$ cat config.mk
export PLATFORM = sky130hd
export DESIGN_NAME = calendar_time_add_subtract_unit
export DESIGN_NICKNAME = d
export VERILOG_FILES = /design/src/rtl/cta_pkg.sv /design/src/rtl/cta_split.sv /design/src/rtl/cta_step.sv /design/src/rtl/calendar_time_add_subtract_unit.sv
export VERILOG_INCLUDE_DIRS = /design/src /design/src/rtl
export SDC_FILE = /design/constraint.sdc
export NUM_CORES = 2
export LEC_CHECK = 0
export ABC_CLOCK_PERIOD_IN_PS = 5700
export CAP_MARGIN = 20
export CORE_ASPECT_RATIO = 1.25
export CORE_MARGIN = 2
export CORE_UTILIZATION = 60
export CTS_BUF_LIST = sky130_fd_sc_hd__clkbuf_8
export CTS_CLUSTER_SIZE = 24
export DETAILED_ROUTE_END_ITERATION = 12
export DONT_BUFFER_PORTS = 1
export GPL_TIMING_DRIVEN = 0
export PLACE_DENSITY = 0.76
export SLEW_MARGIN = 20
export SYNTH_ARGS = -nofsm -noshare
export SYNTH_HDL_FRONTEND = slang
export SYNTH_SLANG_ARGS = --single-unit
export TNS_END_PERCENT = 1
$ cat constraint.sdc
create_clock -name clk -period 5.7 [get_ports clk]
set_input_delay 0 -clock clk [delete_from_list [all_inputs] [get_ports clk]]
set_output_delay 0 -clock clk [all_outputs]
set_load 0.005 [all_outputs]
$ cat src/rtl/calendar_time_add_subtract_unit_macros.svh
`ifndef CALENDAR_TIME_ADD_SUBTRACT_UNIT_MACROS_SVH
`define CALENDAR_TIME_ADD_SUBTRACT_UNIT_MACROS_SVH

// Same-cycle implication, sampled on every rising edge outside reset.
// The module that uses it must have clk and arst_n in scope.
`define CTA_ASSERT_NOW(label, ante, cons, msg) \
	label: assert property (@(posedge clk) disable iff (!arst_n) (ante) |-> (cons)) \
		else $error(msg);

// Implication whose consequent is checked in the cycle after the antecedent.
`define CTA_ASSERT_NEXT(label, ante, cons, msg) \
	label: assert property (@(posedge clk) disable iff (!arst_n) (ante) |=> (cons)) \
		else $error(msg);

`endif

$ cat src/rtl/cta_pkg.sv
package cta_pkg;

	// Interval unit codes.
	localparam logic [1:0] UNIT_MINUTES = 2'd0;
	localparam logic [1:0] UNIT_HOURS   = 2'd1;
	localparam logic [1:0] UNIT_DAYS    = 2'd2;
	localparam logic [1:0] UNIT_MONTHS  = 2'd3;

	// Direction codes.
	localparam logic MODE_ADD = 1'b0;
	localparam logic MODE_SUB = 1'b1;

	// Days per month in a common year, January first.
	localparam logic [4:0] DAYS_PER_MONTH [12] = '{
		5'd31, 5'd28, 5'd31, 5'd30, 5'd31, 5'd30,
		5'd31, 5'd31, 5'd30, 5'd31, 5'd30, 5'd31
	};

	// Request transaction.
	typedef struct packed {
		logic        mode;
		logic [1:0]  unit;
		logic [15:0] interval;
		logic [5:0]  start_minute;
		logic [4:0]  start_hour;
		logic [4:0]  start_day;
		logic [3:0]  start_month;
		logic [6:0]  start_year;
	} cta_cmd_t;

	// Result transaction.
	typedef struct packed {
		logic [5:0] new_minute;
		logic [4:0] new_hour;
		logic [4:0] new_day;
		logic [3:0] new_month;
		logic [6:0] new_year;
		logic       start_valid;
		logic       range_error;
	} cta_res_t;

	// Calendar time as it moves through the stepping stages. The day keeps
	// one extra bit because a day step can briefly pass 31.
	typedef struct packed {
		logic [5:0] minute;
		logic [4:0] hour;
		logic [5:0] day;
		logic [3:0] month;
		logic [6:0] year;
	} cta_time_t;

	// Start time plus the interval taken apart into calendar fields.
	// The year part travels as its quotient by 12 and that value's
	// hundreds, so the remainder by 100 is formed in the first stepping stage.
	typedef struct packed {
		logic        mode;
		logic        apply;
		logic        start_valid;
		logic        range_error;
		cta_time_t   tm;
		logic [5:0]  part_minute;
		logic [4:0]  part_hour;
		logic [4:0]  part_day;
		logic [3:0]  part_month;
		logic [12:0] year_quo;
		logic [6:0]  year_hun;
	} cta_work_t;

	// Length of a month; years 2000 to 2099 are leap exactly when the
	// offset is a multiple of four (2000 itself is a leap year).
	function automatic logic [4:0] month_len(input logic [3:0] month, input logic [6:0] year);
		logic [3:0] idx;
		logic [4:0] len;
		idx = (month >= 4'd1 && month <= 4'd12) ? month - 4'd1 : 4'd0;
		len = DAYS_PER_MONTH[idx];
		if (idx == 4'd1 && year[1:0] == 2'b00) begin
			len = 5'd29;
		end
		return len;
	endfunction

endpackage

$ cat src/rtl/cta_split.sv
`include "calendar_time_add_subtract_unit_macros.svh"

module cta_split (
	input  logic               clk,
	input  logic               arst_n,
	input  logic               cmd_valid,
	output logic               cmd_stall,
	input  cta_pkg::cta_cmd_t  cmd,
	output logic               work_valid,
	input  logic               work_stall,
	output cta_pkg::cta_work_t work
);
	import cta_pkg::*;

	// Reciprocals for exact division of a 16-bit value by a constant:
	// ceil(2^s / d) with s = 16 + ceil(log2 d).
	localparam logic [16:0] RCP_1440 = 17'd93207;  // s = 27
	localparam logic [16:0] RCP_24   = 17'd87382;  // s = 21
	localparam logic [16:0] RCP_31   = 17'd67651;  // s = 21
	localparam logic [16:0] RCP_12   = 17'd87382;  // s = 20
	localparam logic [16:0] RCP_60   = 17'd69906;  // s = 22
	// Exact for a 13-bit value divided by 100, s = 20.
	localparam logic [13:0] RCP_100  = 14'd10486;

	logic        v_s1;
	logic        v_s2;
	logic        en_s1;
	logic        en_s2;
	cta_cmd_t    cmd_s1;
	logic [12:0] quo_s1;
	logic [10:0] q60_s1;
	logic        ok_s1;
	cta_work_t   work_s2;

	logic [32:0] prod_1440;
	logic [32:0] prod_24;
	logic [32:0] prod_31;
	logic [32:0] prod_12;
	logic [32:0] prod_60;
	logic [12:0] quo_next;
	logic        start_ok;

	logic [15:0] rem_60;
	logic [10:0] hour_min;
	logic [15:0] rem_24;
	logic [15:0] rem_31;
	logic [15:0] rem_12;
	logic [5:0]  part_minute;
	logic [4:0]  part_hour;
	logic [11:0] day_full;
	logic [11:0] month_full;
	logic [12:0] year_quo;
	logic [26:0] hun_prod;
	logic        range_err;
	cta_work_t   work_next;

	// Stage enables: a stage loads when it is empty or its successor moves.
	assign en_s2     = !v_s2 || !work_stall;
	assign en_s1     = !v_s1 || en_s2;
	assign cmd_stall = !en_s1;

	// Stage 1: quotient of the interval by the unit's divisor, and by 60.
	assign prod_1440 = {17'd0, cmd.interval} * {16'd0, RCP_1440};
	assign prod_24   = {17'd0, cmd.interval} * {16'd0, RCP_24};
	assign prod_31   = {17'd0, cmd.interval} * {16'd0, RCP_31};
	assign prod_12   = {17'd0, cmd.interval} * {16'd0, RCP_12};
	assign prod_60   = {17'd0, cmd.interval} * {16'd0, RCP_60};

	always_comb begin
		unique case (cmd.unit)
			UNIT_MINUTES: quo_next = {7'd0, prod_1440[32:27]};
			UNIT_HOURS:   quo_next = {1'b0, prod_24[32:21]};
			UNIT_DAYS:    quo_next = {1'b0, prod_31[32:21]};
			UNIT_MONTHS:  quo_next = prod_12[32:20];
		endcase
	end

	// A 5-bit day can never exceed 31, so only the lower bound is checked.
	assign start_ok = (cmd.start_minute < 6'd60) && (cmd.start_hour < 5'd24) &&
		(cmd.start_day != 5'd0) && (cmd.start_month >= 4'd1) &&
		(cmd.start_month <= 4'd12) && (cmd.start_year <= 7'd99);

	// Stage 2: remainders give the lower parts of the interval.
	assign rem_60   = cmd_s1.interval - ({5'd0, q60_s1} * 16'd60);
	assign hour_min = q60_s1 - (quo_s1[10:0] * 11'd24);
	assign rem_24   = cmd_s1.interval - ({3'd0, quo_s1} * 16'd24);
	assign rem_31   = cmd_s1.interval - ({3'd0, quo_s1} * 16'd31);
	assign rem_12   = cmd_s1.interval - ({3'd0, quo_s1} * 16'd12);

	always_comb begin
		part_minute = '0;
		part_hour   = '0;
		day_full    = '0;
		month_full  = '0;
		year_quo    = '0;
		unique case (cmd_s1.unit)
			UNIT_MINUTES: begin
				part_minute = rem_60[5:0];
				part_hour   = hour_min[4:0];
				day_full    = quo_s1[11:0];
			end
			UNIT_HOURS: begin
				part_hour = rem_24[4:0];
				day_full  = quo_s1[11:0];
			end
			UNIT_DAYS: begin
				day_full   = rem_31[11:0];
				month_full = quo_s1[11:0];
			end
			UNIT_MONTHS: begin
				month_full = rem_12[11:0];
				year_quo   = quo_s1;
			end
		endcase
	end

	// Hundreds of the year part, for its remainder by 100 downstream.
	assign hun_prod = {14'd0, year_quo} * {13'd0, RCP_100};

	// Per-field limits on the interval: the day limit depends on the direction, the month limit does not.
	assign range_err = ((cmd_s1.mode == MODE_SUB) ? (day_full > 12'd28) : (day_full >= 12'd31)) ||
		(month_full > 12'd12);

	always_comb begin
		work_next.mode        = cmd_s1.mode;
		work_next.apply       = ok_s1 && !range_err;
		work_next.start_valid = ok_s1;
		work_next.range_error = range_err;
		work_next.tm.minute   = cmd_s1.start_minute;
		work_next.tm.hour     = cmd_s1.start_hour;
		work_next.tm.day      = {1'b0, cmd_s1.start_day};
		work_next.tm.month    = cmd_s1.start_month;
		work_next.tm.year     = cmd_s1.start_year;
		work_next.part_minute = part_minute;
		work_next.part_hour   = part_hour;
		work_next.part_day    = day_full[4:0];
		work_next.part_month  = month_full[3:0];
		work_next.year_quo    = year_quo;
		work_next.year_hun    = hun_prod[26:20];
	end

	// Valid bits.
	always_ff @(posedge clk or negedge arst_n) begin
		if (!arst_n) begin
			v_s1 <= 1'b0;
			v_s2 <= 1'b0;
		end else begin
			if (en_s1) begin
				v_s1 <= cmd_valid;
			end
			if (en_s2) begin
				v_s2 <= v_s1;
			end
		end
	end

	// Payload registers.
	always_ff @(posedge clk) begin
		if (en_s1) begin
			cmd_s1 <= cmd;
			quo_s1 <= quo_next;
			q60_s1 <= prod_60[32:22];
			ok_s1  <= start_ok;
		end
		if (en_s2) begin
			work_s2 <= work_next;
		end
	end

	assign work_valid = v_s2;
	assign work       = work_s2;

	`CTA_ASSERT_NOW(a_minute_split, v_s1 && cmd_s1.unit == UNIT_MINUTES, rem_60 < 16'd60 && hour_min < 11'd24 && quo_s1 < 13'd46, "minute interval split out of range")
	`CTA_ASSERT_NOW(a_hour_split, v_s1 && cmd_s1.unit == UNIT_HOURS, rem_24 < 16'd24, "hour interval remainder out of range")
	`CTA_ASSERT_NOW(a_day_split, v_s1 && cmd_s1.unit == UNIT_DAYS, rem_31 < 16'd31, "day interval remainder out of range")

endmodule

$ cat src/rtl/cta_step.sv
`include "calendar_time_add_subtract_unit_macros.svh"

module cta_step (
	input  logic               clk,
	input  logic               arst_n,
	input  logic               work_valid,
	output logic               work_stall,
	input  cta_pkg::cta_work_t work,
	output logic               res_valid,
	input  logic               res_stall,
	output cta_pkg::cta_res_t  res
);
	import cta_pkg::*;

	// What each stepping stage hands to the next.
	typedef struct packed {
		logic       mode;
		logic       apply;
		logic       start_valid;
		logic       range_error;
		logic       carry;
		cta_time_t  tm;
		logic [4:0] part_day;
		logic [3:0] part_month;
		logic [6:0] year_rem;
	} cta_stage_t;

	logic       v_s1;
	logic       v_s2;
	logic       v_s3;
	logic       v_s4;
	logic       en_s1;
	logic       en_s2;
	logic       en_s3;
	logic       en_s4;
	cta_stage_t st_s1;
	cta_stage_t st_s2;
	cta_stage_t st_s3;
	cta_res_t   res_s4;

	cta_stage_t  st1_next;
	cta_stage_t  st2_next;
	cta_stage_t  st3_next;
	cta_res_t    res_next;

	logic [6:0]  min_sum;
	logic        min_wrap;
	logic [6:0]  min_add;
	logic [5:0]  hr_sum;
	logic        hr_wrap;
	logic [5:0]  hr_add;
	logic        min_borrow;
	logic [6:0]  min_sub;
	logic [5:0]  hr_take;
	logic        hr_borrow;
	logic [5:0]  hr_sub;
	logic [12:0] year_rem_full;

	logic [4:0]  mo_sum;
	logic        mo_wrap;
	logic [4:0]  mo_add;
	logic        mo_borrow;
	logic [4:0]  mo_sub;
	logic [7:0]  yr_sum;
	logic [7:0]  yr_add;
	logic [7:0]  yr_take;
	logic        yr_borrow;
	logic [7:0]  yr_sub;
	cta_time_t   tm_end;

	// Next month, with the year wrapping from 99 to 0.
	function automatic cta_time_t month_up(input cta_time_t t);
		cta_time_t r;
		r = t;
		if (t.month < 4'd12) begin
			r.month = t.month + 4'd1;
		end else begin
			r.month = 4'd1;
			r.year  = (t.year >= 7'd99) ? 7'd0 : t.year + 7'd1;
		end
		return r;
	endfunction

	// Previous month, with the year wrapping from 0 to 99.
	function automatic cta_time_t month_down(input cta_time_t t);
		cta_time_t r;
		r = t;
		if (t.month > 4'd1) begin
			r.month = t.month - 4'd1;
		end else begin
			r.month = 4'd12;
			r.year  = (t.year == 7'd0) ? 7'd99 : t.year - 7'd1;
		end
		return r;
	endfunction

	// Move the day by n with at most one carry or borrow into the month.
	// Adding wraps by the current month's length; subtracting steps back a
	// month first and then adds that month's length.
	function automatic cta_time_t day_step(input cta_time_t t, input logic sub,
		input logic [4:0] n);
		cta_time_t  r;
		logic [6:0] sum;
		logic [6:0] over;
		logic [6:0] back;
		logic [4:0] len;
		logic [4:0] len_prev;
		r        = t;
		sum      = {1'b0, t.day} + {2'b00, n};
		len      = month_len(t.month, t.year);
		over     = sum - {2'b00, len};
		len_prev = 5'd0;
		back     = 7'd0;
		if (!sub) begin
			if (sum <= {2'b00, len}) begin
				r.day = sum[5:0];
			end else begin
				r     = month_up(t);
				r.day = over[5:0];
			end
		end else begin
			if (t.day > {1'b0, n}) begin
				r.day = t.day - {1'b0, n};
			end else begin
				r        = month_down(t);
				len_prev = month_len(r.month, r.year);
				back     = {1'b0, t.day} + {2'b00, len_prev} - {2'b00, n};
				r.day    = back[5:0];
			end
		end
		return r;
	endfunction

	// Stage enables: a stage loads when it is empty or its successor moves.
	assign en_s4      = !v_s4 || !res_stall;
	assign en_s3      = !v_s3 || en_s4;
	assign en_s2      = !v_s2 || en_s3;
	assign en_s1      = !v_s1 || en_s2;
	assign work_stall = !en_s1;

	// Stage 1: minute and hour with one carry or borrow into the day.
	assign min_sum  = {1'b0, work.tm.minute} + {1'b0, work.part_minute};
	assign min_wrap = min_sum >= 7'd60;
	assign min_add  = min_wrap ? min_sum - 7'd60 : min_sum;
	assign hr_sum   = {1'b0, work.tm.hour} + {1'b0, work.part_hour} + {5'd0, min_wrap};
	assign hr_wrap  = hr_sum >= 6'd24;
	assign hr_add   = hr_wrap ? hr_sum - 6'd24 : hr_sum;

	assign min_borrow = work.tm.minute < work.part_minute;
	assign min_sub    = min_borrow ?
		{1'b0, work.tm.minute} + 7'd60 - {1'b0, work.part_minute} :
		{1'b0, work.tm.minute} - {1'b0, work.part_minute};
	assign hr_take    = {1'b0, work.part_hour} + {5'd0, min_borrow};
	assign hr_borrow  = {1'b0, work.tm.hour} < hr_take;
	assign hr_sub     = hr_borrow ? {1'b0, work.tm.hour} + 6'd24 - hr_take :
		{1'b0, work.tm.hour} - hr_take;

	// Year part modulo 100, from its precomputed hundreds.
	assign year_rem_full = work.year_quo - ({6'd0, work.year_hun} * 13'd100);

	always_comb begin
		st1_next.mode        = work.mode;
		st1_next.apply       = work.apply;
		st1_next.start_valid = work.start_valid;
		st1_next.range_error = work.range_error;
		st1_next.tm          = work.tm;
		st1_next.carry       = 1'b0;
		st1_next.part_day    = work.part_day;
		st1_next.part_month  = work.part_month;
		st1_next.year_rem    = year_rem_full[6:0];
		if (work.apply) begin
			if (work.mode == MODE_SUB) begin
				st1_next.tm.minute = min_sub[5:0];
				st1_next.tm.hour   = hr_sub[4:0];
				st1_next.carry     = hr_borrow;
			end else begin
				st1_next.tm.minute = min_add[5:0];
				st1_next.tm.hour   = hr_add[4:0];
				st1_next.carry     = hr_wrap;
			end
		end
	end

	// Stage 2: the single day carried or borrowed from the hour.
	always_comb begin
		st2_next = st_s1;
		if (st_s1.apply && st_s1.carry) begin
			st2_next.tm = day_step(st_s1.tm, st_s1.mode == MODE_SUB, 5'd1);
		end
	end

	// Stage 3: the day part of the interval, applied even when it is zero.
	always_comb begin
		st3_next = st_s2;
		if (st_s2.apply) begin
			st3_next.tm = day_step(st_s2.tm, st_s2.mode == MODE_SUB, st_s2.part_day);
		end
	end

	// Stage 4: month part with one year carry or borrow, then the year part.
	assign mo_sum    = {1'b0, st_s3.tm.month} + {1'b0, st_s3.part_month};
	assign mo_wrap   = mo_sum > 5'd12;
	assign mo_add    = mo_wrap ? mo_sum - 5'd12 : mo_sum;
	assign yr_sum    = {1'b0, st_s3.tm.year} + {1'b0, st_s3.year_rem} + {7'd0, mo_wrap};
	assign yr_add    = (yr_sum >= 8'd100) ? yr_sum - 8'd100 : yr_sum;

	assign mo_borrow = st_s3.tm.month <= st_s3.part_month;
	assign mo_sub    = mo_borrow ?
		{1'b0, st_s3.tm.month} + 5'd12 - {1'b0, st_s3.part_month} :
		{1'b0, st_s3.tm.month} - {1'b0, st_s3.part_month};
	assign yr_take   = {1'b0, st_s3.year_rem} + {7'd0, mo_borrow};
	assign yr_borrow = {1'b0, st_s3.tm.year} < yr_take;
	assign yr_sub    = yr_borrow ? {1'b0, st_s3.tm.year} + 8'd100 - yr_take :
		{1'b0, st_s3.tm.year} - yr_take;

	always_comb begin
		tm_end = st_s3.tm;
		if (st_s3.apply) begin
			if (st_s3.mode == MODE_SUB) begin
				tm_end.month = mo_sub[3:0];
				tm_end.year  = yr_sub[6:0];
			end else begin
				tm_end.month = mo_add[3:0];
				tm_end.year  = yr_add[6:0];
			end
			// A day that ran past 31 saturates.
			if (st_s3.tm.day > 6'd31) begin
				tm_end.day = 6'd31;
			end
		end
		res_next.new_minute  = tm_end.minute;
		res_next.new_hour    = tm_end.hour;
		res_next.new_day     = tm_end.day[4:0];
		res_next.new_month   = tm_end.month;
		res_next.new_year    = tm_end.year;
		res_next.start_valid = st_s3.start_valid;
		res_next.range_error = st_s3.range_error;
	end

	// Valid bits.
	always_ff @(posedge clk or negedge arst_n) begin
		if (!arst_n) begin
			v_s1 <= 1'b0;
			v_s2 <= 1'b0;
			v_s3 <= 1'b0;
			v_s4 <= 1'b0;
		end else begin
			if (en_s1) begin
				v_s1 <= work_valid;
			end
			if (en_s2) begin
				v_s2 <= v_s1;
			end
			if (en_s3) begin
				v_s3 <= v_s2;
			end
			if (en_s4) begin
				v_s4 <= v_s3;
			end
		end
	end

	// Payload registers.
	always_ff @(posedge clk) begin
		if (en_s1) begin
			st_s1 <= st1_next;
		end
		if (en_s2) begin
			st_s2 <= st2_next;
		end
		if (en_s3) begin
			st_s3 <= st3_next;
		end
		if (en_s4) begin
			res_s4 <= res_next;
		end
	end

	assign res_valid = v_s4;
	assign res       = res_s4;

	`CTA_ASSERT_NEXT(a_stage_advance, v_s1 && en_s2, v_s2, "transaction lost between stepping stages")
	`CTA_ASSERT_NOW(a_mid_time, v_s2 && st_s2.apply, st_s2.tm.minute < 6'd60 && st_s2.tm.hour < 5'd24 && st_s2.tm.day >= 6'd1 && st_s2.tm.day <= 6'd31, "time out of range after day carry")
	`CTA_ASSERT_NOW(a_result_range, res_valid && res.start_valid && !res.range_error, res.new_minute < 6'd60 && res.new_hour < 5'd24 && res.new_day != 5'd0 && res.new_month >= 4'd1 && res.new_month <= 4'd12 && res.new_year <= 7'd99, "result time out of range")

endmodule

$ cat src/rtl/calendar_time_add_subtract_unit.sv
// Calendar interval adder and subtractor for years 2000 to 2099. Each request transaction
// carries a start time and an interval in minutes, hours, days or months, and produces one
// result transaction with the shifted time, a start-validity flag and a range-error flag; a
// range error or an invalid start returns the start fields unchanged. The block takes one
// transaction per clock cycle unless the result side stalls, and passes each through
// two stages that take the interval apart with reciprocal multiplies, then four that step
// minute and hour, the carried day, the day part, and month with year. Stall on the result
// side propagates backward through the stage enables in the same cycle, and an empty stage
// keeps filling while later ones wait, so bubbles are squeezed out. Beyond the pipeline
// registers there is no stored state, and there is no start-up delay after reset.
module calendar_time_add_subtract_unit (
	input  logic              clk,
	input  logic              arst_n,
	input  logic              cmd_valid,
	output logic              cmd_stall,
	input  cta_pkg::cta_cmd_t cmd,
	output logic              res_valid,
	input  logic              res_stall,
	output cta_pkg::cta_res_t res
);
	import cta_pkg::*;

	logic      work_valid;
	logic      work_stall;
	cta_work_t work;

	// Interval decomposition and range checks.
	cta_split u_split (
		.clk        (clk),
		.arst_n     (arst_n),
		.cmd_valid  (cmd_valid),
		.cmd_stall  (cmd_stall),
		.cmd        (cmd),
		.work_valid (work_valid),
		.work_stall (work_stall),
		.work       (work)
	);

	// Field-by-field calendar stepping.
	cta_step u_step (
		.clk        (clk),
		.arst_n     (arst_n),
		.work_valid (work_valid),
		.work_stall (work_stall),
		.work       (work),
		.res_valid  (res_valid),
		.res_stall  (res_stall),
		.res        (res)
	);

endmodule
* Yosys cells after proc, flatten, opt, wreduce, memory -nomap -nowiden *
Memories as Yosys holds them, arrays and structs flattened.
Cells that the tools add are included.

operators by class
  $add $sub $neg = 50
  multiply operators = 11
  $lt $le $gt $ge = 39
  equal/unequal tests = 10
  muxes and demuxes = 79
  bitwise operators = 4
  reductions and logical operators = 41

operator list
  operator                  count
  $mux W5                   23
  $mux W7                   16
  $mul A16 B17 Y33 const B  2
  $mux W11                  6
  $mul A16 B16 Y32 const B  2
  $mux W4                   16
  $pmux W13 S4              1
  $mux W17                  3
  $pmux W12 S2              2
  $mux W6                   6
  $mux W16                  2
  $mul A13 B13 Y26 const B  1
  $sub A12 B12 Y12          2
  $sub A6 B5 Y6             4
  $sub A7 B7 Y7             3
  $ge A4 B1 Y1 const B      5
  $ge A5 B5 Y1 const B      4
  $le A4 B4 Y1 const B      5
  $not A4 Y5                4
  $sub A5 B5 Y5             4
  $sub A6 B6 Y6             3
  $eq A4 B1 Y1 const B      4
  $sub A4 B1 Y4 const B     4
  $logic_and A1 B1 Y1       15
  other kinds (64)          97

storage, ports and cells
  flip-flop bits (word level) = 306
  bits in read-only memories = 320
  input port bits = 50
  output and inout port bits = 31
  word-level logic and storage cells = 314
  memories kept = 4

memories
  name              words  bits a word  rd ports  clocked after memory_dff  wr ports  RTL line       source
  (name not given)  16     5            1         0                         0         cta_pkg.sv:75  len = DAYS_PER_MONTH[idx];
  (name not given)  16     5            1         0                         0         cta_pkg.sv:75
  (name not given)  16     5            1         0                         0         cta_pkg.sv:75
  (name not given)  16     5            1         0                         0         cta_pkg.sv:75

* Depth between registers and ports, before layout *
  depth after elaboration = 21
  depth in mapped cells = 26
  gate-level depth less buffers = 26

* Cells and area by module *
A second synthesis with hierarchy kept.

second synthesis, totals
  cells, all modules = 3429
  area, all modules = 35758.0 um2

by module, submodules not included
  module     instances  cells each  area each (um2)  seq. area each (um2)
  cta_split  1          2183        23033.3          4013.8
  cta_step   1          1246        12724.7          5175.0

* Worst setup path after synthesis *
No wires, ideal clock.

  path type = register -> register
  from = reg u_split.cmd_s1[43] in the netlist's numbering
  to = reg u_split.work_s2 (netlist bit u_split.work[4]) (data pin)
  setup time = 0.260 ns
  arrival = 5.773 ns
  data required time = 5.440 ns
  setup slack = -0.333 ns
  stages on the path, launching flop included = 25
  buffers on the path = 2
  period minus slack after synthesis = 6.033 ns
  cell sequence = edfxtp_1 clkbuf_1 and2_1 clkbuf_1 nand2_1 inv_1 ha_1 inv_1 fa_1 fa_1 inv_1 ha_1 inv_1 fa_1 inv_1 ha_1 a21o_1 a21o_1 a2111oi_0 o311ai_1 o2111ai_1 a21boi_0 or4_1 a41oi_1 xnor2_1

on the way
  cells in the longest elaborated chain, start to end = 3

RTL lines
  item                            RTL line          source
  start: declaration              cta_split.sv:29   cta_cmd_t cmd_s1;
  start signal: assignment        cta_split.sv:160  cmd_s1 <= cmd;
  $eq A2 B2 Y1                    cta_split.sv:96   unique case (cmd_s1.unit)
  $mux W13                        cta_split.sv:96
  $mul A13 B13 Y26                cta_split.sv:118  assign hun_prod = {14'd0, year_quo} * {13'd0, RCP_100};
  named net u_split.hun_prod[24]  cta_split.sv:53   logic [26:0] hun_prod;
  end signal: assignment          cta_split.sv:166  work_s2 <= work_next;
  end: declaration                cta_split.sv:33   cta_work_t work_s2;

The timed path passes the listed nets, and every way through them passes these cells.
A chain may end at the register's enable or synchronous reset.

==> flow_summary_export.csv <==
group,metric,value,unit
run_status,outcome,"finished, violations left",
run_status,violations,"setup timing",
global_routing,gr-usage-all-layers,28.1,%
clocking,cts_max_path_buffers,3,
routing,ant_nets,0,
worst_setup_path,critical_path_capture_point_type,"register",
worst_setup_path,worst-endpoint-required,6.03,ns
worst_setup_path,max_stage_delay,0.57,ns
routing,routed-via-count,24400,
logic_synthesis,synth_enable_flop_cells,292,
clocking,cts_made_buffers,46,
worst_setup_path,critical_path_class,"reg -> reg",
logic_synthesis,syn-instance-count,3323,
clocking,clock_tree_from_tritoncts,"done",
clocking,clock_root_buffer,"sky130_fd_sc_hd__clkbuf_8",
worst_setup_path,path_common_cell,"sky130_fd_sc_hd__fa_1",
power_and_ir_drop,leakagePower,18.6,nW
routing,wl_per_cell,19.3,µm
cells_and_area,drive_gt1_share,5.51,%
cells_and_area,final_nets,4495,
global_routing,initial_antenna_violation_count,3,
die,initial_core_util,60.6,%
global_routing,global_route.usage.met2,52.9,%
logic_synthesis,most_area_consuming_cells_after_synthesis,"sky130_fd_sc_hd__edfxtp_1 (25%), sky130_fd_sc_hd__ha_1 (25%), sky130_fd_sc_hd__fa_1 (19%)",
global_routing,global_route.peak_usage_layer,"met2",
sta,final_min_period_over_clock_period,101,%
logic_synthesis,synth_area,0.0347,mm²
worst_setup_path,timing.critical_path.buf_inv,7,
global_routing,gr-total-overflow,0,
worst_setup_path,critPathLaunchType,"register",
logic_synthesis,post_synth_num_cell_types,88,
cells_and_area,synthToLayoutAreaGrowth,8.57,%
die,floorplan.rows,98,
logic_synthesis,synth.yosys.seq_area_share,25.7,%
routing,drc,0,
sta,grt_setup_unrepaired,"true",
logic_synthesis,ys.flop_type,"sky130_fd_sc_hd__edfxtp_1",
power_and_ir_drop,power_per_cell_area,572,mW/mm²
logic_synthesis,synth-seq-cells,298,
logic_synthesis,synthesis.nets,4383,
worst_setup_path,timing.critical_path.slowest_stage_cell,"sky130_fd_sc_hd__fa_1",
placed_design,place.gp.congestion,0.923,
die,die_area,0.0598,mm²
worst_setup_path,critical_path_arrival,6.09,ns
worst_setup_path,worstPathCellList,"buf_8 > and2_4 > clkbuf_16 > nand2_8 > inv_8 > fa_1 > ha_2 > inv_2 > fa_1 > inv_1 > ha_1 > inv_1 > fa_1 > inv_2 > ha_4 > a21o_1 > a21o_1 > a2111oi_4 > o311ai_2 > o2111ai_2 > a21boi_2 > or4_4 > and3_4 > xor2_1",
routing,drt_iter0_markers,1330,
routing,viasPerCell,5.78,
logic_synthesis,synth_area_leader_cell,"sky130_fd_sc_hd__edfxtp_1",
logic_synthesis,synth-warning-count,0,
sta,maxClockFrequency,174,MHz
die,core-area,0.0573,mm²
placed_design,placement.io_buffers,0,
cells_and_area,fillerInstances,4306,
logic_synthesis,synth_top_area_share,25.2,%
die,floorplan.die.width,219,µm
global_routing,grt_first_pass_wirelength,133,mm
cells_and_area,finish.cell_count_without_fillers,4220,
routing,detail_route.first_pass.iterations,5,
placed_design,dp.final_hpwl,65.9,mm
routing,route.final.wire_length,81.5,mm
sta,fin_skew,0.0339,ns
die,floorplan.io_pins,81,
logic_synthesis,syn_area_per_cell,10.5,µm²
global_routing,grt_util_met1,30.2,%
worst_hold_path,hold_path.class,"in -> reg",
sta,fin_setup_tns,-0.0768,ns
sta,finalHoldViolCount,0,
sta,finalCriticalPeriod,5.76,ns
flow_run,maxCapViolations,0,
sta,timing.slew.headroom,34.4,%
global_routing,groute.layer.met3.usage,3.54,%
logic_synthesis,synth_async_sr_flop_share,2.01,%
power_and_ir_drop,vdd_ir_drop_max,0.000937,V
sta,slew_violations,0,
die,chipHeight,273,µm
sta,worst_slack,-0.0610,ns
clocking,clock_tree.htree_level_count,2,
clocking,clkTransAtPathRegs,0.06,ns
sta,report.final.setup_viol,2,
cells_and_area,area.sequential,0.00892,mm²
placed_design,dp.cells,4078,
clocking,clk_latency_worst_skew_pair,0.58,ns
clocking,cts_num_sinks,298,
sta,timing_worst_slew_pin_value,0.970,ns
cells_and_area,area_of_combinational_cells_with_multiple_inputs,0.0231,mm²
global_routing,maximum_number_of_pins_on_one_net_before_global_route_repair,52,
global_routing,first_global_vias,26300,
worst_setup_path,worstPathMaxFanout,7,
worst_setup_path,cp_top_family,"adder cells",
-- per-stage QoR --
stage                     instance area (µm²)  total power [mW]  util (%)  hold WS, ns  worst slack (ns)
after CTS                               37600              21.5      65.7      0.00552           -0.0532
after global placement                  35800              18.5      62.4       -0.295            -0.639
final                                   37700              21.6      65.8       0.0419           -0.0610
after detailed placement                35900              19.3      62.7       -0.295            -0.746
after global routing                    37700              23.8      65.8       0.0180            -0.161
after floorplan                         34800              15.6         -       -0.296            0.0125
-- report_power, final --
part | switching (mW) | total (mW) | internal (mW) | leakage [nW]
combinational | 8.96 | 15.9 | 6.93 | 15.0
sequential | 0.528 | 3.81 | 3.28 | 3.11
clock | 0.851 | 1.87 | 1.01 | 0.510
-- final timing paths --
path / slack [ns] / from / depth (start not counted) / end
worst max-delay path: -0.06 / u_split.cmd_s1[43] / 24 / u_split.work[3]
worst min-delay path: 0.04 / cmd[41] / 4 / u_split.quo_s1[11]
worst max register to register: -0.06 / u_split.cmd_s1[43] / 24 / u_split.work[3]
worst min register to register: 0.39 / u_step.st_s2[41] / 0 / u_step.res_next[26]
max in group asynchronous: 5.13 / arst_n / 2 / u_step.v_s1
min in group asynchronous: 0.29 / arst_n / 2 / u_step.res_valid
-- layout by cell type (no fill, tap or decap), drive strengths merged, types with 90 or more instances in the layout --
master / instances
xnor2: 113
edfxtp: 292
fa: 323
nor2: 96
a21oi: 135
inv: 760
ha: 687
nand2: 137
clkbuf: 90
o21ai: 116
-- state kept, by name, summed over array words and instances, names as in the netlist --
signal	cells
u_step.st_s3	30
u_step.res	29
u_step.res_valid	1
u_step.st_s1	27
u_step.st2_next	21
u_split.cmd_s1	42
u_step.v_s3	1
u_step.v_s2	1
u_split.quo_s1	13
u_split.v_s1	1
u_split.work	63
u_split.q60_s1	5
u_step.st3_next	20
u_step.v_s1	1
u_step.res_next	13
u_split.ok_s1	1
u_split.work_valid	1
u_step.st_s2	28
-- what timing repair did --
item                       CTS  global route
hold endpoints to repair    68             0
hold buffers                47             0
gates cloned                 1             0
buffers inserted             8             4
resized for setup           54            11
pin swaps                   23             8
setup endpoints to repair    4            13
-- tightest hold or removal path, cell delays in order --
cell and delay, ns:
sky130_fd_sc_hd__ha_1 0.14, sky130_fd_sc_hd__ha_1 0.14, sky130_fd_sc_hd__a211oi_1 0.06, sky130_fd_sc_hd__o22ai_1 0.14
-- Yosys cell counts, types with 7 or more instances --
library cell / number
sky130_fd_sc_hd__nand2b_1: 28
sky130_fd_sc_hd__and3_1: 23
sky130_fd_sc_hd__mux2_2: 12
sky130_fd_sc_hd__a21oi_1: 135
sky130_fd_sc_hd__nor2_1: 96
sky130_fd_sc_hd__or2_2: 12
sky130_fd_sc_hd__ha_1: 687
sky130_fd_sc_hd__or4_1: 7
sky130_fd_sc_hd__o22ai_1: 14
sky130_fd_sc_hd__xnor2_1: 113
sky130_fd_sc_hd__xor2_1: 53
sky130_fd_sc_hd__clkbuf_1: 40
sky130_fd_sc_hd__o2111ai_1: 8
sky130_fd_sc_hd__and2_1: 13
sky130_fd_sc_hd__a22o_1: 7
sky130_fd_sc_hd__nor3_1: 52
sky130_fd_sc_hd__nor2b_1: 26
sky130_fd_sc_hd__a31oi_1: 30
sky130_fd_sc_hd__nand3_1: 48
sky130_fd_sc_hd__a211oi_1: 18
sky130_fd_sc_hd__inv_1: 751
sky130_fd_sc_hd__o21bai_1: 12
sky130_fd_sc_hd__o211ai_1: 30
sky130_fd_sc_hd__nand4_1: 15
sky130_fd_sc_hd__mux2i_1: 20
sky130_fd_sc_hd__o21a_1: 16
sky130_fd_sc_hd__o311ai_0: 7
sky130_fd_sc_hd__o21ai_0: 114
sky130_fd_sc_hd__nand2_1: 135
sky130_fd_sc_hd__fa_1: 323
sky130_fd_sc_hd__a21o_1: 51
sky130_fd_sc_hd__edfxtp_1: 292
-- kinds of logic (layout without fill, tap and decap cells) --
logic type,count (synthesis),in the layout,synth area share [%]
adder cells (fa/ha/maj),1011,1011,43.4
multiplexers,34,34,1.10
AND/OR/NAND/NOR,496,496,7.13
other,0,2,0
AO/OA/AOI/OAI,517,517,9.65
buffers and inverters,801,946,8.86
XOR/XNOR,166,166,4.19
flip-flops,298,298,25.7
-- metal layers --
metal	up-vias	part of all wire, %
li1	11400	-
met1	12000	37
met2	662	53
met3	292	3.7
met4	2	6.4
met5	-	0.013
-- area by class of cell --
class	instances	area share [%]
clock buffer	48	1.75
antenna	2	0.0133
sequential	298	23.7
inverter	751	7.58
clock inverter	33	0.773
tap	750	2.49
timing repair buffer	65	1.84
multi-input combinational	2224	61.1
buffer	49	0.763
(Power assumes the default switching activity.)
